File: config.mk
export PLATFORM = sky130hd
export DESIGN_NAME = archive_path_sanitizer_unit
export DESIGN_NICKNAME = d
export VERILOG_FILES = /design/src/rtl/core/aps_pkg.sv /design/src/rtl/core/aps_front.sv /design/src/rtl/core/aps_queue.sv /design/src/rtl/core/aps_back.sv /design/src/rtl/core/archive_path_sanitizer_unit.sv
export SDC_FILE = /design/constraint.sdc
export NUM_CORES = 1
export LEC_CHECK = 0
export BUFFER_PORTS_ARGS = -buffer_cell sky130_fd_sc_hd__buf_2
export CAP_MARGIN = 20
export CORE_ASPECT_RATIO = 1.75
export CORE_UTILIZATION = 50
export CTS_BUF_LIST = sky130_fd_sc_hd__clkbuf_16
export DETAILED_ROUTE_END_ITERATION = 8
export PLACE_DENSITY = 0.67
export SYNTH_ARGS = -nofsm -noshare
export SYNTH_HDL_FRONTEND = slang
export SYNTH_HIERARCHICAL = 1
export SYNTH_SLANG_ARGS = --single-unit
File: constraint.sdc
create_clock -name clk -period 7.8 [get_ports clk]
set_clock_uncertainty 0.15 [all_clocks]
set_input_delay 1.95 -clock clk [delete_from_list [all_inputs] [get_ports clk]]
set_output_delay 1.95 -clock clk [all_outputs]
set_load 0.05 [all_outputs]
File: src/rtl/core/aps_pkg.sv
`timescale 1ns / 1ps
// Shared types and constants for the archive path sanitizer.
// No dependencies; used by every module of the block.
package aps_pkg;

  localparam logic [3:0] ST_OK         = 4'd0;
  localparam logic [3:0] ST_EMPTY      = 4'd1;
  localparam logic [3:0] ST_ABSOLUTE   = 4'd2;
  localparam logic [3:0] ST_TRAVERSAL  = 4'd3;
  localparam logic [3:0] ST_CONTROL    = 4'd4;
  localparam logic [3:0] ST_TRAILING   = 4'd5;
  localparam logic [3:0] ST_INVALID    = 4'd6;
  localparam logic [3:0] ST_RESERVED   = 4'd7;
  localparam logic [3:0] ST_NORM_EMPTY = 4'd8;

  localparam logic [7:0] CH_SLASH = 8'h2F;
  localparam logic [7:0] CH_DOT   = 8'h2E;

  localparam int QDepth = 4;
  localparam int QPtrW  = $clog2(QDepth);
  localparam int QCntW  = $clog2(QDepth + 1);

  // One request from front to back: the results one input item causes, in order.
  typedef struct packed {
    logic       slash;
    logic       dot;
    logic       chr;
    logic [7:0] ch;
    logic       verdict;
    logic [3:0] status;
  } aps_cmd_t;

endpackage

File: src/rtl/core/aps_front.sv
`timescale 1ns / 1ps
// Front end: accepts path bytes, tracks component state, classifies errors.
// Emits one request per item that causes results. Depends on aps_pkg.
module aps_front import aps_pkg::*; (
  input  logic       clk,
  input  logic       rst,
  input  logic       in_valid,
  output logic       in_ready,
  input  logic [7:0] path_byte,
  input  logic       no_byte,
  input  logic       end_of_path,
  input  logic       q_full,
  output logic       push,
  output aps_cmd_t   cmd
);

  logic [1:0]  pos, pos_next;
  logic        first_letter, first_letter_next;
  logic [3:0]  sticky, sticky_next;
  logic        nonempty, nonempty_next;
  logic [2:0]  clen, clen_next;
  logic        held, held_next;
  logic [31:0] bchars, bchars_next;
  logic [2:0]  blen, blen_next;
  logic        dot_seen, dot_seen_next;
  logic        only_dots, only_dots_next;
  logic [1:0]  flags, flags_next;
  logic [7:0]  prev, prev_next;
  logic        accept;

  function automatic logic [3:0] comp_status(
    input logic [2:0]  len,
    input logic        hd,
    input logic        od,
    input logic [1:0]  fl,
    input logic [7:0]  pc,
    input logic [31:0] bc,
    input logic [2:0]  bl
  );
    logic rsv;
    logic [7:0] dig;
    rsv = 1'b0;
    dig = bc[31:24];
    if (bl == 3'd3) begin
      rsv = (bc == {8'h00, "NOC"}) || (bc == {8'h00, "NRP"}) ||
            (bc == {8'h00, "XUA"}) || (bc == {8'h00, "LUN"});
    end else if (bl == 3'd4) begin
      rsv = ((bc[23:0] == "MOC") || (bc[23:0] == "TPL")) &&
            (dig >= "1") && (dig <= "9");
    end
    if (len == 3'd0 || (len == 3'd1 && hd)) return ST_OK;
    else if (len == 3'd2 && od)             return ST_TRAVERSAL;
    else if (fl[0])                         return ST_CONTROL;
    else if (pc == " " || pc == CH_DOT)     return ST_TRAILING;
    else if (fl[1])                         return ST_INVALID;
    else if (rsv)                           return ST_RESERVED;
    else                                    return ST_OK;
  endfunction

  assign in_ready = !q_full;
  assign accept   = in_valid && in_ready;
  assign push     = accept && (cmd.slash || cmd.dot || cmd.chr || cmd.verdict);

  always_comb begin
    logic       sep;
    logic [7:0] up;
    logic [3:0] fin;
    pos_next          = pos;
    first_letter_next = first_letter;
    sticky_next       = sticky;
    nonempty_next     = nonempty;
    clen_next         = clen;
    held_next         = held;
    bchars_next       = bchars;
    blen_next         = blen;
    dot_seen_next     = dot_seen;
    only_dots_next    = only_dots;
    flags_next        = flags;
    prev_next         = prev;
    cmd               = '0;
    sep = (path_byte == CH_SLASH) || (path_byte == 8'h5C);
    up  = (path_byte >= "a" && path_byte <= "z") ? path_byte - 8'h20 : path_byte;
    fin = ST_OK;
    cmd.ch = path_byte;

    if (!no_byte) begin
      if (pos == 2'd0) begin
        if (sep) sticky_next = ST_ABSOLUTE;
        first_letter_next = (path_byte >= "A" && path_byte <= "Z") ||
                            (path_byte >= "a" && path_byte <= "z");
      end else if (pos == 2'd1 && path_byte == ":" && first_letter) begin
        sticky_next = ST_ABSOLUTE;
      end
      if (pos < 2'd2) pos_next = pos + 2'd1;
      if (sticky_next == ST_OK) begin
        if (sep) begin
          sticky_next    = comp_status(clen, held, only_dots, flags, prev, bchars, blen);
          clen_next      = '0;
          held_next      = 1'b0;
          bchars_next    = '0;
          blen_next      = '0;
          dot_seen_next  = 1'b0;
          only_dots_next = 1'b1;
          flags_next     = '0;
          prev_next      = '0;
        end else begin
          if (clen == 3'd0) begin
            if (path_byte == CH_DOT) begin
              held_next = 1'b1;
            end else begin
              cmd.slash     = nonempty;
              nonempty_next = 1'b1;
              cmd.chr       = 1'b1;
            end
          end else if (held) begin
            cmd.slash     = nonempty;
            nonempty_next = 1'b1;
            cmd.dot       = 1'b1;
            cmd.chr       = 1'b1;
            held_next     = 1'b0;
          end else begin
            cmd.chr = 1'b1;
          end
          if (clen < 3'd7) clen_next = clen + 3'd1;
          if (path_byte != CH_DOT) only_dots_next = 1'b0;
          if (path_byte < 8'h20) flags_next[0] = 1'b1;
          if (path_byte == "<" || path_byte == ">" || path_byte == ":" ||
              path_byte == 8'h22 || path_byte == "|" || path_byte == "?" ||
              path_byte == "*") begin
            flags_next[1] = 1'b1;
          end
          prev_next = path_byte;
          if (!dot_seen) begin
            if (path_byte == CH_DOT) begin
              dot_seen_next = 1'b1;
            end else if (blen < 3'd5) begin
              if (blen < 3'd4) bchars_next[{blen[1:0], 3'b000} +: 8] = up;
              blen_next = blen + 3'd1;
            end
          end
        end
      end
    end

    if (end_of_path) begin
      if (pos_next == 2'd0) begin
        fin = ST_EMPTY;
      end else if (sticky_next != ST_OK) begin
        fin = sticky_next;
      end else begin
        fin = comp_status(clen_next, held_next, only_dots_next, flags_next, prev_next,
                          bchars_next, blen_next);
        if (fin == ST_OK && !nonempty_next) fin = ST_NORM_EMPTY;
      end
      cmd.verdict       = 1'b1;
      cmd.status        = fin;
      pos_next          = '0;
      first_letter_next = 1'b0;
      sticky_next       = ST_OK;
      nonempty_next     = 1'b0;
      clen_next         = '0;
      held_next         = 1'b0;
      bchars_next       = '0;
      blen_next         = '0;
      dot_seen_next     = 1'b0;
      only_dots_next    = 1'b1;
      flags_next        = '0;
      prev_next         = '0;
    end
  end

  always_ff @(posedge clk) begin
    if (rst) begin
      pos          <= '0;
      first_letter <= 1'b0;
      sticky       <= ST_OK;
      nonempty     <= 1'b0;
      clen         <= '0;
      held         <= 1'b0;
      bchars       <= '0;
      blen         <= '0;
      dot_seen     <= 1'b0;
      only_dots    <= 1'b1;
      flags        <= '0;
      prev         <= '0;
    end else if (accept) begin
      pos          <= pos_next;
      first_letter <= first_letter_next;
      sticky       <= sticky_next;
      nonempty     <= nonempty_next;
      clen         <= clen_next;
      held         <= held_next;
      bchars       <= bchars_next;
      blen         <= blen_next;
      dot_seen     <= dot_seen_next;
      only_dots    <= only_dots_next;
      flags        <= flags_next;
      prev         <= prev_next;
    end
  end

  a_sticky_mutes_bytes: assert property (@(posedge clk) disable iff (rst)
    (sticky != ST_OK) |-> !(cmd.slash || cmd.dot || cmd.chr))
    else $error("byte request issued after a sticky error");

endmodule

File: src/rtl/core/aps_queue.sv
`timescale 1ns / 1ps
// Short request queue between front and back ends.
// Depends on aps_pkg for the request type and depth.
module aps_queue import aps_pkg::*; (
  input  logic     clk,
  input  logic     rst,
  input  logic     push,
  input  aps_cmd_t wr_cmd,
  input  logic     pop,
  output aps_cmd_t head,
  output logic     full,
  output logic     empty
);

  aps_cmd_t         mem [QDepth];
  logic [QPtrW-1:0] wr_ptr;
  logic [QPtrW-1:0] rd_ptr;
  logic [QCntW-1:0] count;

  assign full  = (count == QCntW'(QDepth));
  assign empty = (count == '0);
  assign head  = mem[rd_ptr];

  always_ff @(posedge clk) begin
    if (push) mem[wr_ptr] <= wr_cmd;
  end

  always_ff @(posedge clk) begin
    if (rst) begin
      wr_ptr <= '0;
      rd_ptr <= '0;
      count  <= '0;
    end else begin
      if (push) wr_ptr <= wr_ptr + 1'b1;
      if (pop)  rd_ptr <= rd_ptr + 1'b1;
      if (push && !pop)      count <= count + 1'b1;
      else if (pop && !push) count <= count - 1'b1;
    end
  end

  a_no_overflow: assert property (@(posedge clk) disable iff (rst) push |-> !full)
    else $error("queue overflow");
  a_no_underflow: assert property (@(posedge clk) disable iff (rst) pop |-> !empty)
    else $error("queue underflow");

endmodule

File: src/rtl/core/aps_back.sv
`timescale 1ns / 1ps
// Back end: expands each queued request into result items, one per cycle while out_ready
// is high, through an output register. Depends on aps_pkg.
module aps_back import aps_pkg::*; (
  input  logic       clk,
  input  logic       rst,
  input  aps_cmd_t   head,
  input  logic       empty,
  output logic       pop,
  output logic       out_valid,
  input  logic       out_ready,
  output logic [7:0] out_char,
  output logic       char_valid,
  output logic       verdict_valid,
  output logic [3:0] status_code,
  output logic       run_last
);

  logic [2:0] done;
  logic [2:0] pend;
  logic [2:0] pick;
  logic       last;
  logic       load;
  logic [7:0] nx_char;
  logic       nx_cv;

  assign pend = {head.slash, head.dot, head.chr} & ~done;
  assign load = !empty && (!out_valid || out_ready);
  assign pop  = load && last;

  always_comb begin
    pick    = '0;
    nx_char = 8'h00;
    nx_cv   = 1'b0;
    last    = 1'b1;
    if (pend[2]) begin
      pick    = 3'b100;
      nx_char = CH_SLASH;
      nx_cv   = 1'b1;
      last    = !(pend[1] || pend[0] || head.verdict);
    end else if (pend[1]) begin
      pick    = 3'b010;
      nx_char = CH_DOT;
      nx_cv   = 1'b1;
      last    = !(pend[0] || head.verdict);
    end else if (pend[0]) begin
      pick    = 3'b001;
      nx_char = head.ch;
      nx_cv   = 1'b1;
      last    = !head.verdict;
    end
  end

  always_ff @(posedge clk) begin
    if (rst) begin
      out_valid <= 1'b0;
      done      <= '0;
    end else if (load) begin
      out_valid <= 1'b1;
      done      <= last ? 3'b000 : (done | pick);
    end else if (out_ready) begin
      out_valid <= 1'b0;
    end
  end

  always_ff @(posedge clk) begin
    if (load) begin
      out_char      <= nx_char;
      char_valid    <= nx_cv;
      verdict_valid <= !nx_cv;
      status_code   <= nx_cv ? ST_OK : head.status;
      run_last      <= last;
    end
  end

  a_one_kind: assert property (@(posedge clk) disable iff (rst)
    out_valid |-> (char_valid ^ verdict_valid))
    else $error("result is neither byte nor verdict, or both");
  a_verdict_last: assert property (@(posedge clk) disable iff (rst)
    (out_valid && verdict_valid) |-> run_last)
    else $error("verdict not marked last");

endmodule

File: src/rtl/core/archive_path_sanitizer_unit.sv
`timescale 1ns / 1ps
// Archive path sanitizer: normalizes a path byte stream and ends it with a status.
// An item's results pass through the request queue and then the output register.
// Throughput: one input item per cycle while the queue has room; the back end gives
// one result per cycle while out_ready is high, and an item causes up to 4 results.
// A four-entry request queue decouples the two. Synchronous active-high reset.
module archive_path_sanitizer_unit import aps_pkg::*; (
  input  logic       clk,
  input  logic       rst,
  input  logic       in_valid,
  output logic       in_ready,
  input  logic [7:0] path_byte,
  input  logic       no_byte,
  input  logic       end_of_path,
  output logic       out_valid,
  input  logic       out_ready,
  output logic [7:0] out_char,
  output logic       char_valid,
  output logic       verdict_valid,
  output logic [3:0] status_code,
  output logic       run_last
);

  aps_cmd_t wr_cmd;
  aps_cmd_t head;
  logic     push;
  logic     pop;
  logic     full;
  logic     empty;

  aps_front u_front (
    .clk         (clk),
    .rst         (rst),
    .in_valid    (in_valid),
    .in_ready    (in_ready),
    .path_byte   (path_byte),
    .no_byte     (no_byte),
    .end_of_path (end_of_path),
    .q_full      (full),
    .push        (push),
    .cmd         (wr_cmd)
  );

  aps_queue u_queue (
    .clk    (clk),
    .rst    (rst),
    .push   (push),
    .wr_cmd (wr_cmd),
    .pop    (pop),
    .head   (head),
    .full   (full),
    .empty  (empty)
  );

  aps_back u_back (
    .clk           (clk),
    .rst           (rst),
    .head          (head),
    .empty         (empty),
    .pop           (pop),
    .out_valid     (out_valid),
    .out_ready     (out_ready),
    .out_char      (out_char),
    .char_valid    (char_valid),
    .verdict_valid (verdict_valid),
    .status_code   (status_code),
    .run_last      (run_last)
  );

endmodule

==> summary.md, run 1 <==
| Metric | Value |
|---|---|
| Status | finished, violations left |
| Failing checks | design-rule violations |
| Power per cell area | 277 mW/mm2 |
| Post-CTS Setup Bufs | 0 |
| Met3 GRT Util | 4.94% |
| Fraction of layout cells with a size suffix above 1 | 14.2% |
| Inserted Diodes | 0 |
| Largest family of logic cells by synthesized area | simple AND/OR/NAND/NOR gates |
| Setup ws final | roughly 1800 ps |
| Routed Antenna Nets | 0 |
| Final wirelength | between 20,000 and 25,000 um |
| Die X | 98.4 um |
| Reg2reg path depth | 11 |
| Synth Area in Adders | 3.59% |
| Nets | 839 |
| Sequential share of power | 40.2% |
| Syn_area_per_cell | roughly 10 um2 |
| Cells after Synth | 799 |
| Worst r2r src | u_front/sticky[3]$_SDFFE_PP0P_ |
| Seq cells post-synth | 151 |
| Layout area overhead | 9.14% |
| Yosys warns | 6 |
| Met1 usage | between 20% and 30% |
| First DRT Iteration DRCs | a little over 500 |
| CTS sink count | 151 |
| Syn Nets | about 830 |
| Vias in the first global route | 6,676 |
| Detailed placement HPWL | 16,900 um |
| Reg2Reg Setup Slack | 3330 ps |
| Multi-input gate area | 0.00388 mm2 |
| Post-Synth Simple-Gate Area | between 20% and 30% |
| Least-Margin Pin Slew | 1030 ps |
| Grt met2 use | 54.0% |
| Bufs and invs on worst path | 2 |
| Hold-fix buffers, CTS | 0 |
| DRC | 4 |
| Post-Syn Area | 0.00813 mm2 |
| Post-Route Setup TNS | 0 ps |
| Hold WS | 330 ps |
| Switching share of power | 34.3% |
| Total gr overflow | 0 |
| Sequential element share of the synthesized area | a little under half |
| CP top delay family | simple AND/OR/NAND/NOR gates |
| Slew Viols, Final | 0 |
| Compound-Gate Fraction of Synth Area | ~18% |
| Critical path startpoint category | input pin |
| Critical Path RT | 8010 ps |
| Root Buffer | clkbuf_16 |
| FF/Latch Area | 0.00381 mm2 |
| Post-synth EDFFs | 79 |
| Core region area | 0.0159 mm2 |
| Unique masters post-synth | between 90 and 100 |
| GP Congestion | 0.998 |
| RR Endpoint | u_queue/mem[1][2]$_DFFE_PP_ |
| Hold Startpoint | u_front/sticky[3]$_SDFFE_PP0P_ |
| Crit path kind | input pin to flip-flop |
| # Max-Cap Violations | 0 |
| Multiplexer share of the synthesized area | 5.08% |
| DIE AREA | 0.0168 mm2 |
| Via/cell ratio | approximately 6.6 |
| Synth Area in XOR/XNOR | 0.539% |
| Hold path cells | 2 |
| Num rows | 61 |
| Clock-pin transition on the worst setup and hold timing paths | approximately 70 ps |
| First-pass GRT wire length | 36,300 um |
| Die height | 171 um |
| Post-CTS Resized | 0 |
| IO buf count | 30 |
| Top cell by count, worst path | nor2_1 |
| Fin. Hold Viols | 0 |
| Initial core utilization | 51.2% |
| Largest net degree at the start of global routing | 72 |
| Clock Latency Late Sink | ~430 ps |
| Comb power frac | 25.4% |
| Final Cycle Share | 77.4% |
| LEAKAGE | 3.06 nW |
| RSZ-0062 raised after global routing | no |
| Initial antenna violation count | 0 |
| Fin crit period | 6030 ps |
| P_sw | around 0.85 mW |
| CP max FO | 19 |
| Peak supply drop | ~0.13 mV |
| Pint | approximately 1.6 mW |
| Setup WS pre-CTS | 1390 ps |
| Fmax | 0.166 GHz |
| Cts bufs inserted | 17 |
| Total track usage | 29.0% |
| TritonRoute pass-1 iters | 9 |
| GRT Max-Usage Layer | met2 |
| Async SR Flop Fraction | 0% |
| WL/cell | 23.2 um |
| Worst setup EP type | flip-flop |
| Final setup vio count | 0 |
| Slowest cell on crit path | nor2_1 |
| Fin area | 0.00887 mm2 |
| Total power | 2.46 mW |
| Crit-path cells | buf_2 -> or4b_1 -> nor3_4 -> nor2_1 -> nand2_1 -> a21oi_1 -> nor2_1 -> nor2_1 -> ha_1 -> inv_1 -> fa_1 -> xor2_1 -> or3_1 -> a21oi_1 |
| Hold crit path type | flip-flop to flip-flop |
| Hold Path Sink | u_front/sticky[3]$_SDFFE_PP0P_ |
| Worst rel slew slack | 31.3% |
| Worst path max stage delay | 700 ps |
| Placed cell area | 0.00826 mm2 |
| Top FF cell, synth | edfxtp_1 |
| Clock power share | 34.4% |
| DR vias | 6,624 |
| Max Buffers Root-to-Sink | 2 |
| Num ports | 31 |
| Fillers | 1,403 |
| Worst path arrival time | 6240 ps |
| H-tree level count | 4 |
| CTS tree | built |
cell usage in the layout (no fill, tap or decap), types with 5 or more instances in the layout:
cell / netlist / routed
a21o_1: 6 / 6
a21oi_1: 49 / 49
a22o_1: 5 / 5
a22oi_1: 45 / 45
a32oi_1: 12 / 12
and2_1: 16 / 16
buf_2: 7 / 31
buf_4: 9 / 6
clkbuf_16: 0 / 17
dfxtp_1: 72 / 72
edfxtp_1: 79 / 79
ha_1: 20 / 20
inv_1: 34 / 35
mux4_1: 6 / 6
mux4_2: 10 / 10
nand2_1: 39 / 39
nand2b_1: 10 / 10
nand3_1: 18 / 18
nand4_1: 16 / 16
nor2_1: 110 / 110
nor2b_1: 8 / 8
nor3_1: 23 / 23
nor3b_1: 6 / 6
nor4_1: 15 / 15
o211ai_1: 5 / 5
o21ai_0: 19 / 19
o21ai_1: 5 / 5
or2_2: 9 / 9
or3_1: 6 / 6
state kept, by name, summed over array words and instances, names as in the netlist, 2 cells and up, named ones only:
name                cells
u_back/done             3
u_back/out_char         8
u_back/status_code      4
u_front/bchars         32
u_front/blen            3
u_front/clen            3
u_front/flags           2
u_front/pos             2
u_front/prev            8
u_front/sticky          4
u_queue/count           3
u_queue/mem            64
u_queue/rd_ptr          2
u_queue/wr_ptr          2
power groups by stage:
stage / Clock [mW] / Sequential, mW / Combinational, mW
final: 0.847 / 0.989 / 0.625
after global routing: 0.894 / 0.999 / 0.672
after CTS: 0.860 / 0.989 / 0.625
after detailed placement: 0 / 1.01 / 0.623
after global placement: 0 / 1.00 / 0.614
after floorplan: 0 / 1.15 / 0.340
layout make-up:
type | instances | share of cell area, %
Tap cell | 189 | 2.67
Clock inverter | 15 | 2.07
Multi-Input combinational cell | 563 | 43.8
Sequential cell | 151 | 43.0
Inverter | 34 | 1.44
Clock buffer | 17 | 4.79
Timing Repair Buffer | 37 | 2.26
Yosys cell counts (3+ instances only):
master	n	area, um2
a21o_1	6	45.0
a21oi_1	49	245
a21oi_2	3	26.3
a22o_1	5	43.8
a22oi_1	45	338
a32oi_1	12	105
a41o_1	3	30.0
and2_1	16	100
and3_1	4	25.0
buf_2	7	35.0
buf_4	9	67.6
buf_6	7	78.8
clkbuf_1	26	97.6
dfxtp_1	72	1440
edfxtp_1	79	2370
ha_1	20	250
inv_1	34	128
mux2i_1	3	30.0
mux4_1	6	158
mux4_2	10	225
nand2_1	39	146
nand2b_1	10	62.6
nand3_1	18	90.1
nand3b_1	3	22.5
nand4_1	16	100
nand4b_1	4	35.0
nor2_1	110	413
nor2b_1	8	50.1
nor3_1	23	115
nor3b_1	6	45.0
nor4_1	15	93.8
nor4b_1	4	35.0
o211ai_1	5	37.5
o21ai_0	19	95.1
o21ai_1	5	25.0
o22ai_1	4	25.0
o31ai_1	3	22.5
o32a_1	4	40.0
or2_2	9	56.3
or3_1	6	37.5
or4_1	4	30.0
xor2_1	3	26.3
per-layer routing:
metal	vias to the layer above	part of all wire, %
li1	3019	-
met1	3243	35
met2	260	53
met3	102	4.2
met4	0	7.9
met5	-	0
worst min-delay path, stage by stage, from the launching register on:
cell     delay, ps
dfxtp_1        340
inv_1           60
nor3_1          40
worst max-delay path by stage:
stage | startpoint | to | slack (ps) | cells after the start
6_report | path_byte[4] | u_queue/count[2]$_SDFFE_PP0P_ | 1770 | 14
4_1_cts | path_byte[4] | u_queue/count[2]$_SDFFE_PP0P_ | 1820 | 14
3_5_place_dp | path_byte[4] | u_queue/count[2]$_SDFFE_PP0P_ | 1390 | 14
2_1_floorplan | path_byte[6] | u_queue/mem[0][3]$_DFFE_PP_ | 2630 | 14
3_3_place_gp | path_byte[4] | u_queue/count[2]$_SDFFE_PP0P_ | 1510 | 14
5_1_grt | path_byte[4] | u_queue/count[2]$_SDFFE_PP0P_ | 1440 | 14
cell families after synthesis:
| logic type | Yosys count |
|---|---|
| xor gates and xnor gates | 5 |
| adders and majority gates | 23 |
| muxes | 19 |
| buffers and inverters | 85 |
| AOI/OAI and AO/OA | 201 |
| and+or+nand+nor | 315 |
| DFF | 151 |
through the flow:
step                utilization, %  cells
floorplan                        -    799
global placement              52.0    973
detailed placement            52.0    973
CTS                           55.9   1005
global route                  55.9   1006
finish                        55.9   1006
No activity file was read; power rests on OpenSTA's default activity.
==> run 2: changes to the inputs <==
- PLACE_DENSITY: 0.67 -> 0.69
- clock period: 7.8 -> 5.13 ns (I/O delays scaled with it)
==> summary.md, run 2 (same netlist as run 1, synthesis figures left out) <==
| Metric | Value |
|---|---|
| Total gr overflow | 0 (unchanged) |
| Cts bufs inserted | 17 (unchanged) |
| Hold crit path type | flip-flop to flip-flop |
| CP max FO | 8 (-11) |
| Fmax | 0.204 GHz |
| Clock Latency Late Sink | 420 ps (about the same) |
| LEAKAGE | 3.30 nW (+8.0%) |
| CTS tree | built |
| Worst path arrival time | 4950 ps (-1290 ps) |
| Via/cell ratio | 6.49 (-1.4%) |
| First DRT Iteration DRCs | 448 (-12%) |
| Layout area overhead | 13.8% |
| WL/cell | 23.3 um (+0.52%) |
| Routed Antenna Nets | 0 (unchanged) |
| Detailed placement HPWL | 18,300 um (+8.7%) |
| Failing checks | design-rule violations |
| Final setup vio count | 0 (unchanged) |
| Worst rel slew slack | 39.6% (+8.2 points) |
| Hold Startpoint | u_front/sticky[3]$_SDFFE_PP0P_ |
| H-tree level count | 4 (unchanged) |
| Worst r2r src | u_front/sticky[3]$_SDFFE_PP0P_ |
| Fin area | 0.00925 mm2 (+4.2%) |
| Num rows | 61 (unchanged) |
| Top cell by count, worst path | nand2_1 |
| Max Buffers Root-to-Sink | 2 (unchanged) |
| Total track usage | 30.4% (+1.4 points) |
| Core region area | 0.0159 mm2 (unchanged) |
| Vias in the first global route | 6,946 (+4.0%) |
| Crit-path cells | buf_2 -> or4b_1 -> nor3_4 -> o21ai_1 -> nand2_1 -> a22oi_1 -> a2111oi_1 -> nand2_1 -> nor4b_1 -> a221o_1 -> o311ai_1 -> a21oi_1 |
| Num ports | 31 (unchanged) |
| CTS sink count | 151 (unchanged) |
| Root Buffer | clkbuf_16 |
| DRC | 1 (-3) |
| Critical Path RT | 5190 ps (-2820 ps) |
| Placed cell area | 0.00866 mm2 (+4.8%) |
| Final wirelength | 24,700 um (+5.7%) |
| Final Cycle Share | a little over nine tenths |
| Critical path origin | path_byte[7] |
| Top Registers | u_queue/mem x64, u_front/bchars x32 |
| First-pass GRT wire length | 37,900 um (+4.2%) |
| RSZ-0062 raised after global routing | no |
| Worst path max stage delay | 710 ps (about the same) |
| Initial antenna violation count | 0 (unchanged) |
| TritonRoute pass-1 iters | 9 (unchanged) |
| Nets | 891 (+6.2%) |
| Initial core utilization | 51.2% (unchanged) |
| Commonest non-fill, non-tap cells in the layout | nor2_1 (110), edfxtp_1 (79), dfxtp_1 (72) |
| Setup ws final | 234 ps (-1530 ps) |
| Worst setup EP type | flip-flop |
| IO buf count | 30 (unchanged) |
| Commonest non-fill, non-tap cell in the layout | nor2_1 |
| Fin. Hold Viols | 0 (unchanged) |
| GP Congestion | 0.991 (-0.68%) |
| Largest net degree at the start of global routing | 46 (-36%) |
| Slowest cell on crit path | or4b_1 |
| Least-Margin Pin Slew | 905 ps (-123 ps) |
| Fraction of layout cells with a size suffix above 1 | 19.3% (+5.1 points) |
| Fin crit period | between 4000 and 5000 ps |
| Clock-pin transition on the worst setup and hold timing paths | 70 ps (about the same) |
| Peak supply drop | 0.225 mV (+75%) |
| Crit path kind | input pin to flip-flop |
| Critical path startpoint category | input pin |
| Setup WS pre-CTS | -98.2 ps (-1490 ps) |
| Die height | 171 um (unchanged) |
| DR vias | 6,870 (+3.7%) |
| Slew Viols, Final | 0 (unchanged) |
| Max reg flops | 64 (unchanged) |
| Inserted Diodes | 0 (unchanged) |
| Status | finished, violations left |
| Hold WS | 329 ps (-0.906 ps) |
| Die X | 98.4 um (unchanged) |
| Power per cell area | 406 mW/mm2 (+46%) |
| # Max-Cap Violations | 0 (unchanged) |
| Largest register by flop count | u_queue/mem |
| DIE AREA | 0.0168 mm2 (unchanged) |
run 2: final cells by class:
| class | instances | area [um2] |
|---|---|---|
| clock buffer | 17 | 425 |
| clock inverter | 15 | 165 |
| fill | 1346 | 6630 |
| inverter | 34 | 128 |
| multi-input combinational | 563 | 3890 |
| sequential | 151 | 3810 |
| tap | 189 | 236 |
| timing repair buffer | 89 | 593 |
run 2: report_power, final:
group	switching (mW)	internal (mW)	leakage, nW
Sequential	0.0569	1.45	1.32
Clock	0.564	0.691	0.288
Combinational	0.693	0.301	1.70
Total	1.31	2.44	3.30
run 2: critical path, delay by kind of cell:
family	cells	cell delay (ps)
compound gates	6	1650
simple gates	5	1870
buf+inv	1	150
run 2: final timing paths:
kind                               endpoint  slack, ps  cells after the start
min reg2reg  u_front/sticky[3]$_SDFFE_PP0P_        330                      2
max             u_queue/mem[2][2]$_DFFE_PP_        230                     12
max reg2reg     u_queue/mem[2][2]$_DFFE_PP_        690                     11
min          u_front/sticky[3]$_SDFFE_PP0P_        330                      2
run 2: layer usage:
| layer | wire length, um | share of wire, % | track usage (%) | vias to the layer above |
|---|---|---|---|---|
| li1 | - | - | - | 3131 |
| met1 | 8560 | 35 | 29.9 | 3333 |
| met2 | 13100 | 53 | 56.2 | 295 |
| met3 | 1120 | 4.5 | 4.37 | 111 |
| met4 | 1910 | 7.7 | 24.7 | 0 |
| met5 | 0 | 0 | 0 | - |
run 2: per-stage QoR:
step	utilization [%]	total power, mW	cells	setup TNS [ps]
2_1_floorplan	-	2.27	799	0
3_3_place_gp	54.5	2.50	1026	0
3_5_place_dp	54.5	2.52	1026	-465
4_1_cts	58.2	3.78	1058	0
5_1_grt	58.3	3.90	1058	0
6_report	58.3	3.75	1058	0
run 2: repair_timing:
action,in CTS,in global routing
resized for setup,0,1
setup endpoints to repair,0,8
setup buffers,0,0
hold buffers,0,0
